### config.mk
export PLATFORM = sky130hd
export DESIGN_NAME = refractory_neuron_membrane_update
export DESIGN_NICKNAME = d
export VERILOG_FILES = /design/src/rtl/rnmu_pkg.sv /design/src/rtl/refractory_neuron_membrane_update.sv /design/src/rtl/rnmu_csr.sv /design/src/rtl/rnmu_mul_unit.sv
export SDC_FILE = /design/constraint.sdc
export NUM_CORES = 2
export LEC_CHECK = 0
export BUFFER_PORTS_ARGS = -buffer_cell sky130_fd_sc_hd__buf_2
export CORE_MARGIN = 1
export CORE_UTILIZATION = 60
export DETAILED_ROUTE_END_ITERATION = 12
export GPL_TIMING_DRIVEN = 1
export PLACE_DENSITY = 0.78
export SLEW_MARGIN = 20
export SYNTH_ARGS = -nofsm -noshare
export SYNTH_HDL_FRONTEND = slang
export SYNTH_SLANG_ARGS = --single-unit
### constraint.sdc
create_clock -name clock -period 23.1 [get_ports clock]
set_input_delay 4.62 -clock clock [delete_from_list [all_inputs] [get_ports clock]]
set_output_delay 4.62 -clock clock [all_outputs]
set_load 0.01 [all_outputs]
### src/rtl/rnmu_pkg.sv
// Shared types, constants and register map of the refractory neuron membrane update.
package rnmu_pkg;

   localparam int unsigned NUM_EXC          = 2;
   localparam int unsigned NUM_INH          = 2;
   localparam int unsigned REFRACTORY_TICKS = 4;

   localparam int unsigned WORD_W    = 32;
   localparam int unsigned FRAC_W    = 15;
   localparam int unsigned COUNT_W   = 8;
   localparam int unsigned REG_COUNT = 8;
   localparam int unsigned REG_IDX_W = $clog2(REG_COUNT);
   localparam int unsigned ADDR_W    = REG_IDX_W + 2;

   localparam logic [COUNT_W-1:0] COUNT_MAX = {COUNT_W{1'b1}};

   // register indexes
   localparam logic [REG_IDX_W-1:0] REG_REST_BIAS    = 3'd0;
   localparam logic [REG_IDX_W-1:0] REG_REST_INV     = 3'd1;
   localparam logic [REG_IDX_W-1:0] REG_REST_DECAY   = 3'd2;
   localparam logic [REG_IDX_W-1:0] REG_SPIKE_BIAS   = 3'd3;
   localparam logic [REG_IDX_W-1:0] REG_SPIKE_INV    = 3'd4;
   localparam logic [REG_IDX_W-1:0] REG_SPIKE_DECAY  = 3'd5;
   localparam logic [REG_IDX_W-1:0] REG_TIME_SCALE   = 3'd6;
   localparam logic [REG_IDX_W-1:0] REG_RESET_VOLT   = 3'd7;

   // command codes
   localparam logic CMD_TIMESTEP = 1'b0;
   localparam logic CMD_SPIKE    = 1'b1;

   typedef logic signed [WORD_W-1:0] word_type;

   localparam word_type REG_RESET [REG_COUNT] = '{
      32'sd0, 32'sd0, 32'sd0, 32'sd0, 32'sd0, 32'sd0, 32'sd32768, 32'sd0
   };

   typedef struct packed {
      logic     command;
      word_type exc_current_0;
      word_type exc_current_1;
      word_type inh_current_0;
      word_type inh_current_1;
      word_type bias_current;
   } req_item_type;

   typedef struct packed {
      word_type membrane_voltage_out;
      logic     refractory_active;
   } rsp_item_type;

   typedef struct packed {
      word_type rest_bias;
      word_type rest_inverse_gain;
      word_type rest_decay;
      word_type spike_bias;
      word_type spike_inverse_gain;
      word_type spike_decay;
      word_type input_time_scale;
      word_type reset_voltage;
   } cfg_type;

endpackage

### src/rtl/refractory_neuron_membrane_update.sv
// Top level: sequencer, neuron state and result register of the membrane update.
// Timestep word: steps MUL1, MUL2, MUL3, ADD, DONE; the result register loads from DONE;
//    the one shared multiplier runs drive*scale, (bias+p)*inverse gain, (V-k)*decay.
// Spike word: goes straight to DONE. A new word is taken only once the sequencer is idle again.
// A stalled result holds the sequencer in its last step until the word is taken.
// Reset (synchronous, active high) clears state and result valid, loads register defaults.
module refractory_neuron_membrane_update (
   input  logic                        clock,
   input  logic                        reset,
   input  logic                        req_valid,
   output logic                        req_stall,
   input  rnmu_pkg::req_item_type      req_item,
   output logic                        rsp_valid,
   input  logic                        rsp_stall,
   output rnmu_pkg::rsp_item_type      rsp_item,
   input  logic                        csr_psel,
   input  logic                        csr_penable,
   input  logic                        csr_pwrite,
   input  logic [rnmu_pkg::ADDR_W-1:0] csr_paddr,
   input  logic [31:0]                 csr_pwdata,
   output logic [31:0]                 csr_prdata,
   output logic                        csr_pready
);
   import rnmu_pkg::*;

   localparam logic [2:0] S_IDLE = 3'd0;
   localparam logic [2:0] S_MUL1 = 3'd1;
   localparam logic [2:0] S_MUL2 = 3'd2;
   localparam logic [2:0] S_MUL3 = 3'd3;
   localparam logic [2:0] S_ADD  = 3'd4;
   localparam logic [2:0] S_DONE = 3'd5;

   cfg_type cfg;

   logic [2:0]         state_ff, state_in;
   word_type           volt_ff, volt_in;
   logic [COUNT_W-1:0] count_ff, count_in;
   logic               phase_ff, phase_in;
   word_type           drive_ff, drive_in;
   word_type           k_ff, k_in;
   logic               rsp_valid_ff, rsp_valid_in;
   rsp_item_type       rsp_item_ff;
   logic               rsp_load;

   logic               accept;
   word_type           drive_sum;
   word_type           exc_extra, inh_extra;
   logic [COUNT_W:0]   count_sum;
   word_type           bias_sel, inv_sel, decay_sel;
   word_type           op_a, op_b, product;

   rnmu_csr u_csr (
      .clock       (clock),
      .reset       (reset),
      .csr_psel    (csr_psel),
      .csr_penable (csr_penable),
      .csr_pwrite  (csr_pwrite),
      .csr_paddr   (csr_paddr),
      .csr_pwdata  (csr_pwdata),
      .csr_prdata  (csr_prdata),
      .csr_pready  (csr_pready),
      .cfg         (cfg)
   );

   rnmu_mul_unit u_mul (
      .clock   (clock),
      .op_a    (op_a),
      .op_b    (op_b),
      .product (product)
   );

   // Take a word only when the sequencer is idle.
   assign req_stall = (state_ff != S_IDLE);
   assign accept    = req_valid && !req_stall;

   // Drive current: only the configured number of current inputs take part.
   assign exc_extra = (NUM_EXC >= 2) ? req_item.exc_current_1 : '0;
   assign inh_extra = (NUM_INH >= 2) ? req_item.inh_current_1 : '0;
   assign drive_sum = req_item.exc_current_0 + exc_extra
                    - req_item.inh_current_0 - inh_extra + req_item.bias_current;

   // Saturating add of the refractory length.
   assign count_sum = {1'b0, count_ff} + (COUNT_W+1)'(REFRACTORY_TICKS);

   // Phase constants, selected by the phase latched at acceptance.
   assign bias_sel  = phase_ff ? cfg.spike_bias         : cfg.rest_bias;
   assign inv_sel   = phase_ff ? cfg.spike_inverse_gain : cfg.rest_inverse_gain;
   assign decay_sel = phase_ff ? cfg.spike_decay        : cfg.rest_decay;

   // Steer the shared multiplier for each step.
   always_comb begin
      op_a = drive_ff;
      op_b = cfg.input_time_scale;
      case (state_ff)
         S_MUL2: begin
            op_a = bias_sel + product;
            op_b = inv_sel;
         end
         S_MUL3: begin
            op_a = volt_ff - product;
            op_b = decay_sel;
         end
         default: begin
            op_a = drive_ff;
            op_b = cfg.input_time_scale;
         end
      endcase
   end

   // Result word goes out when the output register is free or being emptied.
   assign rsp_load = (state_ff == S_DONE) && !(rsp_valid_ff && rsp_stall);

   always_comb begin
      state_in     = state_ff;
      volt_in      = volt_ff;
      count_in     = count_ff;
      phase_in     = phase_ff;
      drive_in     = drive_ff;
      k_in         = k_ff;
      rsp_valid_in = rsp_valid_ff && rsp_stall;
      unique case (state_ff)
         S_IDLE: begin
            if (accept) begin
               if (req_item.command == CMD_SPIKE) begin
                  volt_in  = cfg.reset_voltage;
                  count_in = count_sum[COUNT_W] ? COUNT_MAX : count_sum[COUNT_W-1:0];
                  state_in = S_DONE;
               end else begin
                  drive_in = drive_sum;
                  phase_in = (count_ff != '0);
                  state_in = S_MUL1;
               end
            end
         end
         S_MUL1: begin
            state_in = S_MUL2;
         end
         S_MUL2: begin
            state_in = S_MUL3;
         end
         S_MUL3: begin
            k_in     = product;
            state_in = S_ADD;
         end
         S_ADD: begin
            volt_in = product + k_ff;
            if (phase_ff) begin
               count_in = count_ff - COUNT_W'(1);
            end
            state_in = S_DONE;
         end
         S_DONE: begin
            if (rsp_load) begin
               rsp_valid_in = 1'b1;
               state_in     = S_IDLE;
            end
         end
         default: begin
            state_in = S_IDLE;
         end
      endcase
   end

   always_ff @(posedge clock) begin
      if (reset) begin
         state_ff     <= S_IDLE;
         volt_ff      <= '0;
         count_ff     <= '0;
         phase_ff     <= 1'b0;
         rsp_valid_ff <= 1'b0;
      end else begin
         state_ff     <= state_in;
         volt_ff      <= volt_in;
         count_ff     <= count_in;
         phase_ff     <= phase_in;
         rsp_valid_ff <= rsp_valid_in;
      end
   end

   // Datapath holding registers and the result payload need no reset.
   always_ff @(posedge clock) begin
      drive_ff <= drive_in;
      k_ff     <= k_in;
      if (rsp_load) begin
         rsp_item_ff.membrane_voltage_out <= volt_ff;
         rsp_item_ff.refractory_active    <= (count_ff != '0);
      end
   end

   assign rsp_valid = rsp_valid_ff;
   assign rsp_item  = rsp_item_ff;

   // The multiply chain always runs through its three steps in order.
   a_mul_order: assert property (@(posedge clock) disable iff (reset)
      (state_ff == S_MUL1) |=> (state_ff == S_MUL2) ##1 (state_ff == S_MUL3))
      else $error("multiply sequence out of order");

   // A spike never lowers the refractory count.
   a_spike_count: assert property (@(posedge clock) disable iff (reset)
      (accept && req_item.command == CMD_SPIKE) |=> (count_ff >= $past(count_ff)))
      else $error("refractory count dropped on spike");

   // A refractory timestep decrements the count exactly once.
   a_refr_dec: assert property (@(posedge clock) disable iff (reset)
      (state_ff == S_ADD && phase_ff) |=> (count_ff == $past(count_ff) - COUNT_W'(1)))
      else $error("refractory count not decremented");

   // Phase follows the count seen at acceptance.
   a_phase: assert property (@(posedge clock) disable iff (reset)
      (accept && req_item.command == CMD_TIMESTEP) |=> (phase_ff == ($past(count_ff) != '0)))
      else $error("phase select does not match refractory count");

   // A result is loaded only from the final step.
   a_rsp_src: assert property (@(posedge clock) disable iff (reset)
      ($rose(rsp_valid_ff)) |-> ($past(state_ff) == S_DONE))
      else $error("result loaded outside final step");

endmodule

### src/rtl/rnmu_csr.sv
// Configuration register file behind an APB-style port.
module rnmu_csr (
   input  logic                       clock,
   input  logic                       reset,
   input  logic                       csr_psel,
   input  logic                       csr_penable,
   input  logic                       csr_pwrite,
   input  logic [rnmu_pkg::ADDR_W-1:0] csr_paddr,
   input  logic [31:0]                csr_pwdata,
   output logic [31:0]                csr_prdata,
   output logic                       csr_pready,
   output rnmu_pkg::cfg_type          cfg
);
   import rnmu_pkg::*;

   word_type               regs_ff [REG_COUNT];
   logic [REG_IDX_W-1:0]   reg_idx;
   logic                   wr_en;

   assign reg_idx    = csr_paddr[ADDR_W-1:2];
   assign csr_pready = 1'b1;
   assign wr_en      = csr_psel && csr_penable && csr_pwrite && csr_pready;
   assign csr_prdata = regs_ff[reg_idx];

   always_ff @(posedge clock) begin
      if (reset) begin
         for (int i = 0; i < REG_COUNT; i++) begin
            regs_ff[i] <= REG_RESET[i];
         end
      end else if (wr_en) begin
         regs_ff[reg_idx] <= csr_pwdata;
      end
   end

   always_comb begin
      cfg.rest_bias          = regs_ff[REG_REST_BIAS];
      cfg.rest_inverse_gain  = regs_ff[REG_REST_INV];
      cfg.rest_decay         = regs_ff[REG_REST_DECAY];
      cfg.spike_bias         = regs_ff[REG_SPIKE_BIAS];
      cfg.spike_inverse_gain = regs_ff[REG_SPIKE_INV];
      cfg.spike_decay        = regs_ff[REG_SPIKE_DECAY];
      cfg.input_time_scale   = regs_ff[REG_TIME_SCALE];
      cfg.reset_voltage      = regs_ff[REG_RESET_VOLT];
   end

endmodule

### src/rtl/rnmu_mul_unit.sv
// Shared s16.15 fixed-point multiplier with a registered, floor-truncated product.
module rnmu_mul_unit (
   input  logic                clock,
   input  rnmu_pkg::word_type  op_a,
   input  rnmu_pkg::word_type  op_b,
   output rnmu_pkg::word_type  product
);
   import rnmu_pkg::*;

   logic signed [2*WORD_W-1:0] full;
   word_type                   prod_ff;

   assign full = op_a * op_b;

   // arithmetic shift right by the fraction width, keep the low word
   always_ff @(posedge clock) begin
      prod_ff <= full[WORD_W+FRAC_W-1:FRAC_W];
   end

   assign product = prod_ff;

endmodule
Yosys cells after proc, flatten, opt, wreduce, memory -nomap -nowiden
Memories as Yosys holds them, arrays and structs flattened.
Index checks and enable logic that the tools add are counted.
{"block": "op_classes", "reduce_logical": 16, "n_addsub": 9, "n_eq_ne": 9, "bitwise_logic": 1, "n_mux": 27, "multipliers": 1}
{"op": "32-bit 2-to-1 mux", "n": 6}
{"op": "32-bit case mux with 2 select lines", "n": 3}
{"op": "32-bit adder", "n": 4}
{"op": "32-bit subtractor", "n": 3}
{"op": "32-bit by 32-bit multiplier with 47-bit output", "n": 1}
{"op": "8-bit 2-to-1 mux", "n": 4}
{"op": "32-bit OR reduction", "n": 1}
{"op": "3-bit case mux with 6 select lines", "n": 1}
{"op": "8-bit case mux with 2 select lines", "n": 1}
{"op": "3-bit 2-to-1 mux", "n": 4}
{"op": "8-bit by 3-bit adder with 9-bit output, second input constant", "n": 1}
{"op": "1-bit 2-to-1 mux", "n": 8}
{"op": "2-bit != test, second input constant", "n": 4}
{"op": "8-bit nonzero test", "n": 1}
{"op": "8-bit by 1-bit subtractor with 8-bit output, second input constant", "n": 1}
{"op": "3-bit by 2-bit equality test with 1-bit output, second input constant", "n": 2}
{"op": "3-bit equality test, second input constant", "n": 2}
{"op": "3-bit AND reduction", "n": 2}
{"op": "1-bit logical AND", "n": 5}
{"op": "4-bit AND reduction", "n": 1}
{"op": "3-bit by 1-bit equality test with 1-bit output, second input constant", "n": 1}
{"op": "3-bit zero test", "n": 1}
{"op": "3-bit nonzero test", "n": 1}
{"op": "1-bit zero test", "n": 2}
{"op": "other kinds (3)", "n": 3}
{"block": "totals", "ramBits": 256, "wordCells": 74, "ff_bits": 174, "out_inout_bits": 68, "memories": 1}
{"name": "u_csr.regs_ff", "depth": 8, "width": 32, "rd": 9, "rd_ports_with_merged_regs": 0, "write_ports": 8, "line_no": "rnmu_csr.sv:16", "text": "word_type regs_ff [REG_COUNT];"}

Logic depth before layout (Yosys ltp)
{"block": "logic_depth", "word_depth": 7, "mapped_depth": 52, "depth_no_buf": 45}

Cells and area by module
Synthesis repeated with hierarchy kept, for this count alone.
{"block": "hier_totals", "cells_unflattened": 5664, "hier_area_um2": 56205.2}
{"mod": "rnmu_mul_unit", "seq_area_each_um2": 640.6, "instances": 1, "cells_each": 3099, "area_per_inst_um2": 28696.3}
{"mod": "refractory_neuron_membrane_update", "seq_area_each_um2": 3813.7, "instances": 1, "cells_each": 1858, "area_per_inst_um2": 15946.5}
{"mod": "rnmu_csr", "seq_area_each_um2": 7687.4, "instances": 1, "cells_each": 707, "area_per_inst_um2": 11562.3}

Least setup slack after synthesis
Ideal clock, no wire load.
{"block": "synth_timing", "kind": "register to register", "start": "register phase_ff", "end": "register u_mul.prod_ff[31] (netlist: u_mul.product[31])", "setup_time_ns": 0.129, "path_slack_ns": 10.566, "path_stages_with_launch": 47, "synth_period_minus_slack_ns": 12.534, "t_arrival_ns": 12.405, "t_required_ns": 22.971, "path_buffers": 7, "path_cell_list": "dfxtp_1 > buf_4 > buf_6 > buf_1 > clkbuf_1 > clkbuf_1 > clkbuf_1 > mux2_2 > ha_1 > a21o_1 > a21o_1 > or3_1 > nand4b_1 > a31oi_1 > or3b_1 > a31oi_1 > a211o_1 > a21o_1 > [11 not listed] > inv_1 > fa_1 > fa_1 > fa_1 > fa_1 > fa_1 > xnor2_1 > xnor2_1 > xnor2_1 > xnor2_1 > xnor2_1 > xnor2_1 > xnor3_1 > xnor2_1 > xnor3_1 > xnor2_1 > xnor2_1 > xnor3_1"}
{"block": "synth_via", "elab_chain_len": 4, "word_cells_on_any_way": 7, "cone_classes": "add/sub (1); mul (1); mux (5)"}
{"item": "from (decl)", "line_no": "refractory_neuron_membrane_update.sv:38", "text": "logic phase_ff, phase_in;"}
{"item": "from (signal assigned)", "line_no": "refractory_neuron_membrane_update.sv:175", "text": "phase_ff <= phase_in;"}
{"item": "32-bit 2-to-1 mux", "line_no": "refractory_neuron_membrane_update.sv:86", "text": "assign bias_sel = phase_ff ? cfg.spike_bias : cfg.rest_bias;"}
{"item": "32-bit adder", "line_no": "refractory_neuron_membrane_update.sv:96", "text": "op_a = bias_sel + product;"}
{"item": "32-bit case mux with 2 select lines", "line_no": "refractory_neuron_membrane_update.sv:94", "text": "case (state_ff)"}
{"item": "32-bit by 32-bit multiplier with 47-bit output (*)", "line_no": "rnmu_mul_unit.sv:13", "text": "assign full = op_a * op_b;"}
{"item": "named net u_mul.full[46]", "line_no": "rnmu_mul_unit.sv:10", "text": "logic signed [2*WORD_W-1:0] full;"}
{"item": "to (signal assigned)", "line_no": "rnmu_mul_unit.sv:17", "text": "prod_ff <= full[WORD_W+FRAC_W-1:FRAC_W];"}
{"item": "to (decl)", "line_no": "rnmu_mul_unit.sv:11", "text": "word_type prod_ff;"}
Mark *: on every way through the listed nets, which the timed path passes. The rest lies on a longest branch.
A chain may end at the register's enable or synchronous reset.

Worst setup path after layout
Same ends and word-level chain as after synthesis.

==> summary.txt <==
Status
  – Outcome: finished clean

Floorplanning
  – Floorplan die height: 302 um
  – Row count: 109
  – Die area: 91,400 um^2
  – # IOs: 273
  – Initial Util: 60.9%
  – Width of the die: 302 um
  – Core Area: 88,900 um^2

STA
  – Max_slew headroom: between 20% and 30%
  – Fmax: roughly 76 MHz
  – Worst Skew: 46.9 ps
  – # setup viols final: 0
  – Worst Tran Pin Value: about 1200 ps
  – Worst Hold Margin: 497 ps
  – RSZ-0062 raised after global routing: no
  – Min Tclk post-route: about 13,000 ps
  – Setup TNS: 0 ps
  – Final hold vios: 0
  – Fin crit share: a little under three fifths
  – Slew Limit Fails: 0

Clock network
  – Post-cts sizing count: 0
  – CTS tree: yes
  – Total CTS buffers: 45
  – Register clock-pin slew on the reported worst setup and hold paths: roughly 60 ps
  – Post-cts hold buffer count: 0
  – CTS Root Cell: clkbuf_16
  – Clock sink total: 430
  – CTS Buffer Depth: 3
  – Clk_lat worst skew: between 600 and 700 ps
  – CTS H-tree lvls: 2
  – Number of setup buffers added after CTS: 0

Critical path
  – FF-to-FF setup slack: 9860 ps
  – Worst r2r src: phase_ff
  – Bufs and invs on worst path: 7
  – Worst setup EP type: register
  – Critical R2R Capture: u_mul.product[31]
  – WP depth: 43
  – CP peak stage delay: 750 ps
  – Critical path peak fanout: 38
  – Critical Path RT: between 20,000 and 25,000 ps
  – CP Launch Type: register
  – Cell mode on critical path: xnor2_1
  – CP startpoint: phase_ff
  – Worst r2r path cells: 43
  – Critical Path AT: 13,690 ps
  – Crit Path Class: reg2reg
  – Crit-path leading delay family: adder cells
  – Slowest-stage cell, CP: fa_1

Detailed routing
  – Post-DR vias/cell: 6.13
  – Post-route ant nets: 0
  – Initial DRC count: 4,460
  – Routed len/inst: about 25 um
  – Drt pass-1 iters: 6
  – DRT Wirelength: 175,000 um
  – Vias: roughly 43k
  – DRC errors left: 0

Logic synthesis
  – Post-synth EDFFs: 353
  – Most used DFF post-synth: edfxtp_1
  – Synthesis Warnings: 0
  – Post-synth cell types: 94
  – Synthesized instance count: 5,588
  – Syn Area/Cell: 9.68 um^2
  – Seq cells post-synth: 430
  – Synth async-reset ratio: 0%
  – Sequential share of the synthesized area: between 20% and 30%
  – Syn nets: 6,994
  – Cell area after synthesis: 54,100 um^2

Global routing
  – First-pass GRT wire length: 264,000 um
  – Pin count of the biggest net entering global routing: 65
  – Total global-route track usage: 39.5%
  – Antenna violations before repair: 9
  – Vias in the first global route: ~44k
  – Overflow after GRT: 0

Placement
  – Gpl congestion: 1.01
  – Buffers on Ports: 269
  – Dpl hpwl: 131,000 um

Finish
  – Area Overhead vs Synth: 7.82%
  – Final net count: 7,139
  – Fraction of layout cells with a size suffix above 1: 10.1%

Min path
  – Min-Delay Path Depth: 0
  – HP Class: reg2reg
  – Hold Path End: rsp_item[1]
  – HP Start: volt_ff[0]

Flow run
  – Max_cap viols: 0
==> worst max path at each step <==
stage,slack (ps),to
CTS,10030,u_mul.product[31]
global route,9280,u_mul.product[31]
global placement,10190,u_mul.product[31]
detailed placement,10170,u_mul.product[31]
finish,9860,u_mul.product[31]
floorplan,10570,u_mul.product[31]
==> metal layers <==
layer,wire (um),up-vias,GRT usage (%)
met4,13300,8,25.1
li1,-,17974,-
met1,60500,21055,48.8
met2,76400,2819,59.4
met5,55,-,0.518
met3,25200,689,13.6
==> worst register-to-register path, delay by kind of cell, from the launching register on <==
kind / cells / cell delay (ps)
AO/OA/AOI/OAI: 9 / 1910
XOR/XNOR: 13 / 2800
adder cells (fa/ha/maj): 9 / 4570
buffers and inverters: 7 / 1560
flip-flops: 1 / 730
multiplexers: 1 / 610
AND/OR/NAND/NOR: 4 / 880
==> synthesized netlist by cell type, types with 77 or more instances <==
cell type    n  share of area (%)
xnor2_1    120                1.9
inv_1      988                6.9
a21oi_1    157                1.5
fa_1       912                 34
nor2_1     666                4.6
o21ai_0     83               0.77
nand2_1    529                3.7
edfxtp_1   353                 20
dfxtp_1     77                2.8
and2_1     287                3.3
ha_1       289                6.7
a22oi_1    131                1.8
clkbuf_1   234                1.6
==> through the flow <==
step	util (%)	instance area, um^2	std cells	worst slack [ps]
6_report	65.6	58300	6942	9860
5_1_grt	65.6	58300	6936	9280
4_1_cts	65.6	58300	6934	10030
3_5_place_dp	63.9	56800	6851	10170
3_3_place_gp	63.9	56800	6851	10190
2_1_floorplan	-	54100	5588	10570
==> area by class of cell <==
class                           instances  area, um^2
Clock buffer                           55        1160
Inverter                              990        3720
Multi-Input combinational cell       3902       37500
Fill cell                            6961       30600
Sequential cell                       430       12100
Timing Repair Buffer                  364        2060
Tap cell                             1165        1460
Clock inverter                         28         318
Antenna cell                            8        20.0
==> sequential cells by signal (all words and copies together), names as in the netlist <==
register / count
count_ff: 8
drive_ff: 32
k_ff: 32
phase_ff: 1
rsp_item: 33
rsp_valid: 1
state_ff: 3
u_csr.regs_ff: 256
u_mul.product: 32
volt_ff: 32
==> kinds of logic (layout without fill, tap and decap cells) <==
kind of cell               Yosys count  after routing  synth area share (%)
xor gates and xnor gates           157            157                  2.64
adders and majority gates         1201           1201                  40.4
and+or+nand+nor                   1814           1814                  15.3
AOI/OAI and AO/OA                  649            649                  8.08
DFF                                430            430                  22.4
buffers and inverters             1256           1437                  8.80
other                                1              9               0.00693
muxes                               80             80                  2.28
==> layout by cell type (no fill, tap or decap), types with 81 or more instances in the layout <==
cell and instances:
edfxtp_1 353, ha_1 289, buf_4 95, nand2_1 528, a21oi_1 149, fa_1 912, buf_2 269, inv_1 988
a22oi_1 131, o21ai_0 81, and2_1 288, nor2_1 658, xnor2_1 120
Power is not shown: default switching activity piles up to over one toggle a cycle in this logic, so the estimate is an artifact.
